### src/cbse_pkg.sv
`timescale 1ns / 1ps

package cbse_pkg;

    // Coordinate and glyph geometry
    localparam int COORD_BITS    = 16;
    localparam int MAX_GLYPH_DIM = 4096;
    localparam int DIM_W         = 13;
    localparam int COLOUR_W      = 16;
    localparam int PIX_W         = 8;
    localparam int BIT_W         = $clog2(PIX_W);
    localparam int ROW_W         = $clog2(MAX_GLYPH_DIM);
    localparam int COL_W         = ROW_W - BIT_W;

    // Internal arithmetic widths: counts and unclipped coordinates
    localparam int MW1 = (ROW_W > DIM_W) ? ROW_W : DIM_W;
    localparam int CW  = MW1 + 1;
    localparam int XW  = ((COORD_BITS > MW1) ? COORD_BITS : MW1) + 2;

    // Span bookkeeping: closes per byte (one per bit plus row end)
    localparam int MAX_OUT = 4;
    localparam int SLOTS   = MAX_OUT + 1;
    localparam int SLOT_W  = $clog2(SLOTS);
    localparam int CAND    = PIX_W + 1;
    localparam int N_W     = $clog2(CAND + 2);
    localparam int CNT_W   = $clog2(MAX_OUT + 1);

    // Config register reset values
    localparam logic [COORD_BITS-1:0] CLIP_HI_RST = COORD_BITS'(32767);

    // Config register indexes
    localparam int CFG_IDX_W = 3;
    typedef enum logic [CFG_IDX_W-1:0] {
        CFG_CLIP_LEFT    = 3'd0,
        CFG_CLIP_RIGHT   = 3'd1,
        CFG_CLIP_TOP     = 3'd2,
        CFG_CLIP_BOTTOM  = 3'd3,
        CFG_CLIP_DISABLE = 3'd4
    } t_cfg_idx;

    typedef struct packed {
        logic signed [COORD_BITS-1:0] clip_left;
        logic signed [COORD_BITS-1:0] clip_right;
        logic signed [COORD_BITS-1:0] clip_top;
        logic signed [COORD_BITS-1:0] clip_bottom;
        logic                         clip_disable;
    } t_cfg;

    typedef struct packed {
        logic        [PIX_W-1:0]      pixel_byte;
        logic signed [COORD_BITS-1:0] glyph_left;
        logic signed [COORD_BITS-1:0] glyph_bottom;
        logic        [DIM_W-1:0]      glyph_width;
        logic        [DIM_W-1:0]      glyph_height;
        logic        [COLOUR_W-1:0]   colour;
        logic                         first_byte;
    } t_in;

    typedef struct packed {
        logic signed [COORD_BITS-1:0] span_start_x;
        logic signed [COORD_BITS-1:0] span_end_x;
        logic signed [COORD_BITS-1:0] span_y;
        logic        [COLOUR_W-1:0]   span_colour;
        logic                         last;
    } t_out;

    typedef struct packed {
        logic [COORD_BITS-1:0] sx;
        logic [COORD_BITS-1:0] ex;
        logic [COORD_BITS-1:0] y;
        logic [COLOUR_W-1:0]   colour;
    } t_span;

    // Walker state carried from byte to byte
    typedef struct packed {
        logic [COL_W-1:0]      byte_column;
        logic [ROW_W-1:0]      row_index;
        logic                  run_active;
        logic [COORD_BITS-1:0] run_start;
        logic                  glyph_rejected;
        logic                  held_valid;
        t_span                 held;
    } t_state;

    // Spans produced by one byte, in order
    typedef struct packed {
        t_span [MAX_OUT-1:0] spans;
        logic  [CNT_W-1:0]   cnt;
    } t_group;

    // Sign-extend a coordinate into the wide compare domain
    function automatic logic signed [XW-1:0] sext_x(input logic [COORD_BITS-1:0] v);
        return $signed({{(XW-COORD_BITS){v[COORD_BITS-1]}}, v});
    endfunction

endpackage

### src/cbse_cfg.sv
`timescale 1ns / 1ps

module cbse_cfg import cbse_pkg::*; (
    input  logic                  i_clk,
    input  logic                  i_rst_n,
    input  logic                  i_cfg_valid,
    output logic                  o_cfg_ready,
    input  logic [CFG_IDX_W-1:0]  i_cfg_index,
    input  logic [COORD_BITS-1:0] i_cfg_data,
    output t_cfg                  o_cfg
);

    t_cfg r_cfg;

    // Writes are always accepted: o_cfg_ready is tied high
    assign o_cfg_ready = 1'b1;
    assign o_cfg       = r_cfg;

    // Clip register file; unknown indexes are dropped
    always_ff @(posedge i_clk) begin
        if (!i_rst_n) begin
            r_cfg.clip_left    <= '0;
            r_cfg.clip_right   <= CLIP_HI_RST;
            r_cfg.clip_top     <= '0;
            r_cfg.clip_bottom  <= CLIP_HI_RST;
            r_cfg.clip_disable <= 1'b0;
        end else if (i_cfg_valid && o_cfg_ready) begin
            case (i_cfg_index)
                CFG_CLIP_LEFT:    r_cfg.clip_left    <= i_cfg_data;
                CFG_CLIP_RIGHT:   r_cfg.clip_right   <= i_cfg_data;
                CFG_CLIP_TOP:     r_cfg.clip_top     <= i_cfg_data;
                CFG_CLIP_BOTTOM:  r_cfg.clip_bottom  <= i_cfg_data;
                CFG_CLIP_DISABLE: r_cfg.clip_disable <= i_cfg_data[0];
                default: ;
            endcase
        end
    end

endmodule

### src/cbse_row.sv
`timescale 1ns / 1ps

module cbse_row import cbse_pkg::*; (
    input  t_in    i_item,
    input  t_cfg   i_cfg,
    input  t_state i_state,
    output t_state o_state,
    output t_group o_group
);

    logic [DIM_W-1:0]      w_c, h_c;
    logic [CW-1:0]         wq, hq, bpr;
    logic                  en, first;
    logic signed [XW-1:0]  gl, gb, cl, cr, ct, cb, wx, hx, rx;
    logic signed [XW-1:0]  x2, y1, y, x2_last;
    logic [COL_W-1:0]      col0;
    logic [ROW_W-1:0]      row0;
    logic                  act0, rej0, rej1, proc, row_end, last_row, yvis;
    logic [PIX_W:0]        act;
    logic [COORD_BITS-1:0] st [PIX_W+1];
    logic signed [XW-1:0]  xb [PIX_W];
    logic signed [XW-1:0]  xe [PIX_W];
    logic [PIX_W-1:0]      valid, on;
    logic [CAND-1:0]       cand;
    t_span                 cspan [CAND];
    t_span                 slot  [SLOTS];
    logic [N_W-1:0]        pos;

    // Clamp dimensions and widen operands
    always_comb begin
        w_c   = (int'(i_item.glyph_width) > MAX_GLYPH_DIM) ?
                DIM_W'(MAX_GLYPH_DIM) : i_item.glyph_width;
        h_c   = (int'(i_item.glyph_height) > MAX_GLYPH_DIM) ?
                DIM_W'(MAX_GLYPH_DIM) : i_item.glyph_height;
        wq    = CW'(w_c);
        hq    = CW'(h_c);
        bpr   = (wq + CW'(PIX_W - 1)) >> BIT_W;
        en    = !i_cfg.clip_disable;
        first = i_item.first_byte;
        gl    = sext_x(i_item.glyph_left);
        gb    = sext_x(i_item.glyph_bottom);
        cl    = sext_x(i_cfg.clip_left);
        cr    = sext_x(i_cfg.clip_right);
        ct    = sext_x(i_cfg.clip_top);
        cb    = sext_x(i_cfg.clip_bottom);
        wx    = $signed({{(XW-DIM_W){1'b0}}, w_c});
        hx    = $signed({{(XW-DIM_W){1'b0}}, h_c});
        x2    = gl + wx - XW'(1);
        y1    = gb - hx + XW'(1);
    end

    // Glyph start, rejection and row position
    always_comb begin
        col0     = first ? '0 : i_state.byte_column;
        row0     = first ? '0 : i_state.row_index;
        act0     = first ? 1'b0 : i_state.run_active;
        rej0     = first ? ((w_c == '0) || (h_c == '0) ||
                            (en && ((gl >= cr) || (x2 < cl) || (y1 >= cb) || (gb < ct))))
                         : i_state.glyph_rejected;
        rej1     = rej0 || (CW'(row0) >= hq);
        proc     = !rej1;
        row_end  = (CW'(col0) + CW'(1)) >= bpr;
        last_row = (CW'(row0) + CW'(1)) >= hq;
        rx       = $signed({{(XW-ROW_W){1'b0}}, row0});
        y        = y1 + rx;
        yvis     = !en || ((y >= ct) && (y < cb));
        x2_last  = x2;
    end

    // Run tracking across the eight pixels, MSB first
    always_comb begin
        act[0] = act0;
        st[0]  = i_state.run_start;
        for (int b = 0; b < PIX_W; b++) begin
            xb[b]    = gl + $signed({{(XW-ROW_W){1'b0}}, col0, BIT_W'(b)});
            xe[b]    = xb[b] - XW'(1);
            valid[b] = CW'({col0, BIT_W'(b)}) < wq;
            on[b]    = valid[b] && i_item.pixel_byte[PIX_W-1-b] && yvis &&
                       (!en || ((xb[b] >= cl) && (xb[b] < cr)));
            cand[b]  = proc && valid[b] && !on[b] && act[b];
            cspan[b] = '{sx: st[b], ex: xe[b][COORD_BITS-1:0], y: y[COORD_BITS-1:0],
                         colour: i_item.colour};
            act[b+1] = valid[b] ? on[b] : act[b];
            st[b+1]  = (on[b] && !act[b]) ? xb[b][COORD_BITS-1:0] : st[b];
        end
        // Row end closes an open run at the glyph's right edge
        cand[PIX_W]  = proc && row_end && act[PIX_W];
        cspan[PIX_W] = '{sx: st[PIX_W], ex: x2_last[COORD_BITS-1:0],
                         y: y[COORD_BITS-1:0], colour: i_item.colour};
    end

    // Pack held span and new closes into order; fifth one is held over
    always_comb begin
        for (int k = 0; k < SLOTS; k++) begin
            slot[k] = '0;
        end
        pos = '0;
        if (i_state.held_valid) begin
            slot[0] = i_state.held;
            pos     = N_W'(1);
        end
        for (int i = 0; i < CAND; i++) begin
            if (cand[i]) begin
                if (pos < N_W'(SLOTS)) begin
                    slot[pos[SLOT_W-1:0]] = cspan[i];
                end
                pos = pos + N_W'(1);
            end
        end
        for (int k = 0; k < MAX_OUT; k++) begin
            o_group.spans[k] = slot[k];
        end
        o_group.cnt = (pos > N_W'(MAX_OUT)) ? CNT_W'(MAX_OUT) : pos[CNT_W-1:0];
    end

    // Next walker state
    always_comb begin
        o_state.byte_column    = proc ? (row_end ? '0 : col0 + COL_W'(1)) : col0;
        o_state.row_index      = (proc && row_end && !last_row) ? row0 + ROW_W'(1) : row0;
        o_state.glyph_rejected = rej1 || (proc && row_end && last_row);
        o_state.run_active     = proc ? (!row_end && act[PIX_W]) : act0;
        o_state.run_start      = proc ? st[PIX_W] : i_state.run_start;
        o_state.held_valid     = pos > N_W'(MAX_OUT);
        o_state.held           = slot[MAX_OUT];
    end

endmodule

### src/cbse_out.sv
`timescale 1ns / 1ps

module cbse_out import cbse_pkg::*; (
    input  logic   i_clk,
    input  logic   i_rst_n,
    input  logic   i_load,
    input  t_group i_group,
    input  logic   i_out_stall,
    output logic   o_free,
    output logic   o_out_valid,
    output t_out   o_out
);

    t_span            r_span [MAX_OUT];
    logic [CNT_W-1:0] r_cnt;
    logic             pop;

    assign pop         = (r_cnt != '0) && !i_out_stall;
    assign o_free      = (r_cnt == '0) || ((r_cnt == CNT_W'(1)) && !i_out_stall);
    assign o_out_valid = r_cnt != '0;

    // Head of the group drives the port
    assign o_out.span_start_x = r_span[0].sx;
    assign o_out.span_end_x   = r_span[0].ex;
    assign o_out.span_y       = r_span[0].y;
    assign o_out.span_colour  = r_span[0].colour;
    assign o_out.last         = r_cnt == CNT_W'(1);

    // Span count of the group in flight
    always_ff @(posedge i_clk) begin
        if (!i_rst_n) begin
            r_cnt <= '0;
        end else if (i_load) begin
            r_cnt <= i_group.cnt;
        end else if (pop) begin
            r_cnt <= r_cnt - CNT_W'(1);
        end
    end

    // Span payload: load a group, shift down on each request taken
    always_ff @(posedge i_clk) begin
        if (i_load) begin
            for (int k = 0; k < MAX_OUT; k++) begin
                r_span[k] <= i_group.spans[k];
            end
        end else if (pop) begin
            for (int k = 0; k < MAX_OUT - 1; k++) begin
                r_span[k] <= r_span[k+1];
            end
        end
    end

`ifndef SYNTH
    a_cnt_bound: assert property (@(posedge i_clk) disable iff (!i_rst_n)
        r_cnt <= CNT_W'(MAX_OUT))
        else $error("span group count above limit");

    a_load_free: assert property (@(posedge i_clk) disable iff (!i_rst_n)
        i_load |-> o_free)
        else $error("group loaded over spans still pending");

    a_group_cont: assert property (@(posedge i_clk) disable iff (!i_rst_n)
        (pop && (r_cnt > CNT_W'(1)) && !i_load) |=> o_out_valid)
        else $error("group ended before its last span");
`endif

endmodule

### src/clipped_bitmap_span_extractor.sv
`timescale 1ns / 1ps

// Channel   Direction  Handshake               Payload
// in        input      i_in_valid / o_in_stall  i_in  (t_in: one bitmap byte)
// out       output     o_out_valid / i_out_stall o_out (t_out: one span)
// cfg       input      i_cfg_valid / o_cfg_ready i_cfg_index, i_cfg_data
//
// A byte sits in the input register, then moves into the output group register as soon
// as the previous group's last span is taken; its first span then shows from the output
// group register. A byte closing k spans (0..4) keeps the output group until its k spans
// are taken, while the next byte waits in the input register, so one byte per cycle is
// sustained while bytes close at most one span each and i_out_stall stays low.
// Reset (i_rst_n low, synchronous) clears walker state, output group and clip regs.
// o_in_stall rises while a byte waits for the output group to drain.

module clipped_bitmap_span_extractor import cbse_pkg::*; (
    input  logic                  i_clk,
    input  logic                  i_rst_n,
    input  logic                  i_in_valid,
    output logic                  o_in_stall,
    input  t_in                   i_in,
    output logic                  o_out_valid,
    input  logic                  i_out_stall,
    output t_out                  o_out,
    input  logic                  i_cfg_valid,
    output logic                  o_cfg_ready,
    input  logic [CFG_IDX_W-1:0]  i_cfg_index,
    input  logic [COORD_BITS-1:0] i_cfg_data
);

    t_cfg   cfg;
    t_in    r_in;
    logic   r_in_valid;
    t_state r_state;
    t_state n_state;
    t_group n_group;
    logic   out_free;
    logic   advance;

    assign advance    = r_in_valid && out_free;
    assign o_in_stall = r_in_valid && !out_free;

    cbse_cfg u_cfg (
        .i_clk       (i_clk),
        .i_rst_n     (i_rst_n),
        .i_cfg_valid (i_cfg_valid),
        .o_cfg_ready (o_cfg_ready),
        .i_cfg_index (i_cfg_index),
        .i_cfg_data  (i_cfg_data),
        .o_cfg       (cfg)
    );

    // Input register control and walker state
    always_ff @(posedge i_clk) begin
        if (!i_rst_n) begin
            r_in_valid <= 1'b0;
            r_state    <= '0;
        end else begin
            if (!o_in_stall) begin
                r_in_valid <= i_in_valid;
            end
            if (advance) begin
                r_state <= n_state;
            end
        end
    end

    // Input payload
    always_ff @(posedge i_clk) begin
        if (!o_in_stall && i_in_valid) begin
            r_in <= i_in;
        end
    end

    cbse_row u_row (
        .i_item  (r_in),
        .i_cfg   (cfg),
        .i_state (r_state),
        .o_state (n_state),
        .o_group (n_group)
    );

    cbse_out u_out (
        .i_clk       (i_clk),
        .i_rst_n     (i_rst_n),
        .i_load      (advance),
        .i_group     (n_group),
        .i_out_stall (i_out_stall),
        .o_free      (out_free),
        .o_out_valid (o_out_valid),
        .o_out       (o_out)
    );

endmodule

### config.mk
export PLATFORM = sky130hd
export DESIGN_NAME = clipped_bitmap_span_extractor
export DESIGN_NICKNAME = d
export VERILOG_FILES = /design/src/cbse_pkg.sv /design/src/cbse_cfg.sv /design/src/cbse_row.sv /design/src/cbse_out.sv /design/src/clipped_bitmap_span_extractor.sv
export SDC_FILE = /design/constraint.sdc
export NUM_CORES = 2
export LEC_CHECK = 0
export BUFFER_PORTS_ARGS = -buffer_cell sky130_fd_sc_hd__clkbuf_2
export CAP_MARGIN = 0
export CORE_MARGIN = 2
export CORE_UTILIZATION = 30
export CTS_BUF_LIST = sky130_fd_sc_hd__clkbuf_2 sky130_fd_sc_hd__clkbuf_4 sky130_fd_sc_hd__clkbuf_8
export CTS_CLUSTER_DIAMETER = 30
export DETAILED_ROUTE_END_ITERATION = 16
export PLACE_DENSITY = 0.51
export SYNTH_ARGS = -nofsm -noshare
export SYNTH_HDL_FRONTEND = slang
export SYNTH_SLANG_ARGS = --single-unit
### constraint.sdc
create_clock -name i_clk -period 19.62 [get_ports i_clk]
set_input_delay 3.924 -clock i_clk [delete_from_list [all_inputs] [get_ports i_clk]]
set_output_delay 3.924 -clock i_clk [all_outputs]
set_load 0.005 [all_outputs]
**Yosys cells after proc, flatten, opt, wreduce, memory -nomap -nowiden**

Memories as Yosys holds them, arrays and structs flattened.
Index checks and enable logic that the tools add are counted.

- Flip-flop bits (word level): 256
- Bits in latches: 0
- Bits in writable memories: 256
- Bits in read-only memories: 0
- Output and inout port bits: 68
- Logic and storage cells: 372
- Memories kept: 1

Memories:

| memory | words | bits a word | rd ports | clocked after Yosys merged registers in | write ports | line | source |
|---|---|---|---|---|---|---|---|
| u_out.r_span | 4 | 64 | 4 | 0 | 4 | cbse_out.sv:14 | `t_span r_span [MAX_OUT];` |

- Add/sub/neg operators: 36
- Multipliers: 0
- Div/mod/pow operators: 0
- Order comparisons: 63
- Equal/unequal tests: 5
- Shift operators: 0
- Mux-type cells: 93
- Bitwise logic cells: 13
- Reduce and logical (&&, ||, !) cells: 137

Operator list:

| kind | number |
|---|---|
| 2-to-1 mux 320 bit | 18 |
| bitwise mux 320 bit | 9 |
| demux 64 bit (select 3 bit) | 9 |
| 2-to-1 mux 64 bit | 13 |
| adder 16 x 13 -> 17 bit | 8 |
| >= comparator 17 x 16 -> 1 bit | 8 |
| less-than comparator 17 x 16 -> 1 bit | 8 |
| 2-to-1 mux 16 bit | 8 |
| subtractor 16 x 2 -> 16 bit (second input constant) | 8 |
| less-than comparator 12 x 13 -> 1 bit | 8 |
| logical AND 1 bit | 85 |
| adder 4 x 1 -> 4 bit (second input constant) | 9 |
| >= comparator 18 x 16 -> 1 bit | 2 |
| >= comparator 4 bit (second input constant) | 9 |
| less-than comparator 18 x 16 -> 1 bit | 2 |
| less-than comparator 4 x 1 -> 1 bit (second input constant) | 9 |
| less-than comparator 4 x 3 -> 1 bit (second input constant) | 9 |
| 2-to-1 mux 4 bit | 9 |
| inverter 3 -> 4 bit | 9 |
| 2-to-1 mux 9 bit | 3 |
| greater-than comparator 13 bit (second input constant) | 2 |
| zero test 13 bit | 2 |
| 2-to-1 mux 13 bit | 2 |
| 2-to-1 mux 12 bit | 2 |
| other kinds (30) | 96 |

**Logic depth before layout (Yosys ltp)**

- Word-level depth: 47
- Mapped depth: 64

**Cells and area by module**

A second synthesis with hierarchy kept.

- Cell total of the unflattened synthesis: 6054
- Area, all modules: 51888.5 sq um

By module, submodules not included:

| module | times used | cells each | area an instance (sq um) | sequential area each (sq um) |
|---|---|---|---|---|
| cbse_row | 1 | 4742 | 32253.4 | 0.0 |
| cbse_out | 1 | 498 | 10316.1 | 7747.4 |
| clipped_bitmap_span_extractor | 1 | 563 | 6668.9 | 4594.4 |
| cbse_cfg | 1 | 251 | 2650.0 | 1301.2 |

**Worst setup path before layout**

OpenSTA, ideal clock, no wires.

- Path type: input to register
- Start point: input port i_out_stall
- End point: register u_out.r_cnt[0]
- Arrival: 14.551 ns
- Required time: 19.464 ns
- Path slack: 4.913 ns
- Stages on the path: 3
- Path buffers: 0
- Path through: a21oi_1 o21ai_0 o221a_2

- Cells in the longest elaborated chain, start to end: 5
- Elaborated cells between the ends (all ways): 7
- Classes of those cells: mux: 1; reduce/logical: 6

RTL lines:

| item | line | source |
|---|---|---|
| start, declared | clipped_bitmap_span_extractor.sv:23 | `input logic i_out_stall,` |
| zero test 1 bit (*) | cbse_out.sv:18, cbse_out.sv:19 |  |
| logical AND 1 bit | cbse_out.sv:19 | `assign o_free = (r_cnt == '0) \|\| ((r_cnt == CNT_W'(1)) && !i_out_stall);` |
| logical OR 1 bit | cbse_out.sv:19 |  |
| logical AND 1 bit | clipped_bitmap_span_extractor.sv:40 | `assign advance = r_in_valid && out_free;` |
| 2-to-1 mux 3 bit / nonzero test 2 bit (equally long branches) | n/a |  |
| end signal, assigned | cbse_out.sv:34 | `r_cnt <= i_group.cnt;` |
| end signal, assigned | cbse_out.sv:36 | `r_cnt <= r_cnt - CNT_W'(1);` |
| end, declared | cbse_out.sv:15 | `logic [CNT_W-1:0] r_cnt;` |

Mark *: on every way between the ends. The rest lies on a longest branch, timed or not.
A chain may end at the register's enable or synchronous reset.

==> impl_metrics.xml <==
<?xml version="1.0" encoding="UTF-8"?>
<metrics>
  <group name="status">
    <metric name="outcome" unit="">finished with violations</metric>
    <metric name="failed_checks" unit="">capacitance limit, slew limit</metric>
  </group>
  <group name="run">
    <metric name="timing.max_cap.violations" unit="">1</metric>
  </group>
  <group name="floorplan">
    <metric name="coreArea" unit="mm²">0.163</metric>
    <metric name="die_area" unit="mm²">0.168</metric>
    <metric name="ioPinCount" unit="">175</metric>
    <metric name="floorplan.die.width" unit="µm">410</metric>
    <metric name="floorplan.die.height" unit="µm">410</metric>
    <metric name="core.rowCount" unit="">148</metric>
    <metric name="initial_core_util" unit="%">30.3</metric>
  </group>
  <group name="routing">
    <metric name="first_pass_detailed_route_iteration_total" unit="">11</metric>
    <metric name="vias_per_cell" unit="">6.19</metric>
    <metric name="antenna_left" unit="">0</metric>
    <metric name="drt_drc_violations_left" unit="">0</metric>
    <metric name="wirelength" unit="µm">267000</metric>
    <metric name="drt-wirelength-per-cell" unit="µm">31.4</metric>
    <metric name="initial_detailed_routing_violation_count" unit="">7922</metric>
    <metric name="dr_total_vias" unit="">52500</metric>
  </group>
  <group name="clocking">
    <metric name="post-cts-setup-buffers" unit="">0</metric>
    <metric name="max-clock-path-buffers" unit="">3</metric>
    <metric name="post_cts_repair_resize_count" unit="">0</metric>
    <metric name="clk_root_buffer_cell" unit="">clkbuf_8</metric>
    <metric name="holdBufCountCts" unit="">0</metric>
    <metric name="cts-buffers-inserted" unit="">161</metric>
    <metric name="path_clk_slew" unit="ps">60</metric>
    <metric name="cts-htree-levels" unit="">4</metric>
    <metric name="clk_sink_count" unit="">512</metric>
    <metric name="cts_tree" unit="">built</metric>
    <metric name="clock_insertion_delay_worst_skew" unit="ps">960</metric>
  </group>
  <group name="worst_setup_path">
    <metric name="start_to_end_type_of_the_worst_setup_path" unit="">register to register</metric>
    <metric name="ff2ff_setup_slack" unit="ps">2820</metric>
    <metric name="critical-path-max-stage-delay" unit="ps">1170</metric>
    <metric name="setup.worst_path.start_class" unit="">register</metric>
    <metric name="endpoint_kind" unit="">register</metric>
    <metric name="critical_path.most_common_cell" unit="">ha_1</metric>
    <metric name="worst_r2r_path_depth" unit="">48</metric>
    <metric name="slowest_stage" unit="">xnor2_1</metric>
    <metric name="crit_fanout" unit="">33</metric>
    <metric name="cp.required" unit="ps">20400</metric>
    <metric name="worst_ep_arrival_time" unit="ps">17590</metric>
  </group>
  <group name="worst_hold_path">
    <metric name="min_path_cells" unit="">2</metric>
    <metric name="hold_path_class" unit="">register to register</metric>
  </group>
  <group name="final_layout">
    <metric name="fillers" unit="">17100</metric>
    <metric name="final_net_count" unit="">6765</metric>
    <metric name="area_growth_syn_to_fin" unit="%">15.1</metric>
    <metric name="fin_area" unit="mm²">0.0569</metric>
    <metric name="drive_gt1_share" unit="%">13.6</metric>
  </group>
  <group name="power_and_ir_drop">
    <metric name="clock_power_share" unit="%">27.6</metric>
    <metric name="pwr_dens" unit="mW/mm²">114</metric>
    <metric name="sw_frac_of_total" unit="%">45.9</metric>
    <metric name="power.switching" unit="µW">2980</metric>
    <metric name="share_comb_of_total_power" unit="%">46.5</metric>
    <metric name="leakagePower" unit="µW">0.0225</metric>
    <metric name="fraction_of_power_consumed_by_sequential_logic" unit="%">25.9</metric>
    <metric name="max-vdd-ir-drop" unit="mV">0.0871</metric>
    <metric name="internal-power" unit="µW">3510</metric>
  </group>
  <group name="yosys">
    <metric name="post_synth.cell_area_avg" unit="µm²">8.15</metric>
    <metric name="synthArstFlopShare" unit="%">0</metric>
    <metric name="synth_cell_type_count" unit="">111</metric>
    <metric name="synth_fp_nets" unit="">6652</metric>
    <metric name="synth_common_cells" unit="">604 x nand2_1, 484 x a21oi_1, 482 x ha_1</metric>
    <metric name="most_instantiated_library_cell_after_synthesis" unit="">nand2_1</metric>
    <metric name="syn_inst" unit="">6057</metric>
    <metric name="ys_ff_latch" unit="">512</metric>
    <metric name="post_synth_main_area_contributors" unit="">edfxtp_1 21%, ha_1 12%, dfxtp_1 7.0%</metric>
    <metric name="yosys_warnings" unit="">0</metric>
    <metric name="synth_area" unit="mm²">0.0494</metric>
    <metric name="synth-edff-count" unit="">339</metric>
    <metric name="synth_area_leader_cell" unit="">edfxtp_1</metric>
    <metric name="yosysSeqAreaShare" unit="%">27.6</metric>
    <metric name="synth_ff_type" unit="">edfxtp_1</metric>
    <metric name="synth_top_cell_area_share" unit="%">20.6</metric>
  </group>
  <group name="place">
    <metric name="placed_cell_area" unit="mm²">0.0532</metric>
    <metric name="port-buffer-count" unit="">173</metric>
    <metric name="gp_routability_congestion" unit="">1.08</metric>
    <metric name="place_hpwl" unit="µm">196000</metric>
  </group>
  <group name="timing">
    <metric name="post-route-min-period" unit="ps">16800</metric>
    <metric name="timing.final.hold_violations" unit="">0</metric>
    <metric name="worst_pin_slew" unit="ps">1610</metric>
    <metric name="timing.max_slew.rel_slack" unit="%">-7.69</metric>
    <metric name="slew_violations" unit="">6</metric>
    <metric name="fin_tns_setup" unit="ps">0</metric>
    <metric name="period_share" unit="%">85.6</metric>
    <metric name="final-setup-viol-count" unit="">0</metric>
    <metric name="rsz0062_at_grt" unit="">no</metric>
    <metric name="clock.fmax" unit="GHz">0.0595</metric>
    <metric name="worst_clock_skew" unit="ps">82.9</metric>
  </group>
  <group name="global_route">
    <metric name="gr-usage-all-layers" unit="%">30.6</metric>
    <metric name="overflow" unit="">0</metric>
    <metric name="grt_pass1_wl" unit="µm">373000</metric>
    <metric name="vias_in_the_first_global_route" unit="">49400</metric>
    <metric name="grt_max_degree" unit="">91</metric>
    <metric name="antenna_found_initial" unit="">9</metric>
  </group>
</metrics>
## logic make-up after synthesis
family / Yosys count / synth area share, %
flops: 512 / 27.6
compound gates: 2131 / 29.1
simple gates: 1850 / 17.8
other cells: 1 / 0.00759
xor+xnor: 310 / 5.56
mux: 80 / 1.66
fa+ha+maj: 488 / 12.5
buf+inv: 685 / 5.83
## worst paths after layout
path,start,to
max,r_in[42]$_DFFE_PP_,u_out.r_span[0][151]$_DFFE_PP_
min,r_state[17]$_SDFFE_PN0P_,r_state[17]$_SDFFE_PN0P_
max reg2reg,r_in[42]$_DFFE_PP_,u_out.r_span[0][151]$_DFFE_PP_
min reg2reg,r_state[17]$_SDFFE_PN0P_,r_state[17]$_SDFFE_PN0P_
## per-layer routing
metal	wire, µm	global-route usage, %	vias up
li1	-	-	23100
met1	110000	40.0	25200
met2	107000	43.1	3392
met3	33200	11.6	805
met4	16600	16.7	14
met5	177	0.259	-
## stage by stage
step / total power, µW / setup WS (ps) / utilization (%) / std cells / hold slack [ps]
floorplan: 3520 / 4910 / - / 6057 / 425
global placement: 4570 / 3790 / 32.6 / 8182 / 435
detailed placement: 4600 / 3310 / 32.6 / 8182 / 444
CTS: 6420 / 3220 / 34.9 / 8482 / 455
global route: 6800 / 1770 / 34.9 / 8484 / 490
finish: 6490 / 2820 / 34.9 / 8487 / 454
## layout by cell type, fill, tap and decap left out, types with 172 or more instances in the layout
cell,n
inv_1,227
a21oi_1,482
clkbuf_8,182
o21ai_0,434
edfxtp_1,339
clkbuf_2,172
nor2_1,451
nand2_1,601
ha_1,482
o211ai_1,184
dfxtp_1,172
buf_4,228
## flip-flops by register name, summed over array words and instances, names as in the netlist
signal,flops
u_out.r_span,256
r_state,104
r_in,83
u_cfg.o_cfg,65
u_out.r_cnt,3
r_in_valid,1
## worst max-delay path, delay by kind of cell, from the launching register on
family | cells | cell delay (ps)
xor gates and xnor gates | 2 | 1310
buffers and inverters | 3 | 460
DFF | 1 | 730
AOI/OAI and AO/OA | 17 | 4810
and+or+nand+nor | 17 | 5720
adders and majority gates | 9 | 3570
## power groups by stage
stage | clock [µW] | sequential [µW] | combinational (µW)
after detailed placement | 0 | 1700 | 2900
after floorplan | 0 | 1750 | 1770
after global routing | 1890 | 1710 | 3200
after CTS | 1830 | 1680 | 2910
final | 1790 | 1680 | 3010
after global placement | 0 | 1700 | 2870
## area by class of cell
class	count	area (µm²)	share of cell area (%)
clock buffer	217	2770	4.87
inverter	235	885	1.56
clock inverter	83	917	1.61
sequential	512	13600	24.0
antenna	5	12.5	0.0220
timing repair buffer	400	2570	4.52
multi-input combinational	4860	33300	58.6
tap	2175	2720	4.79
(Power assumes the default switching activity.)
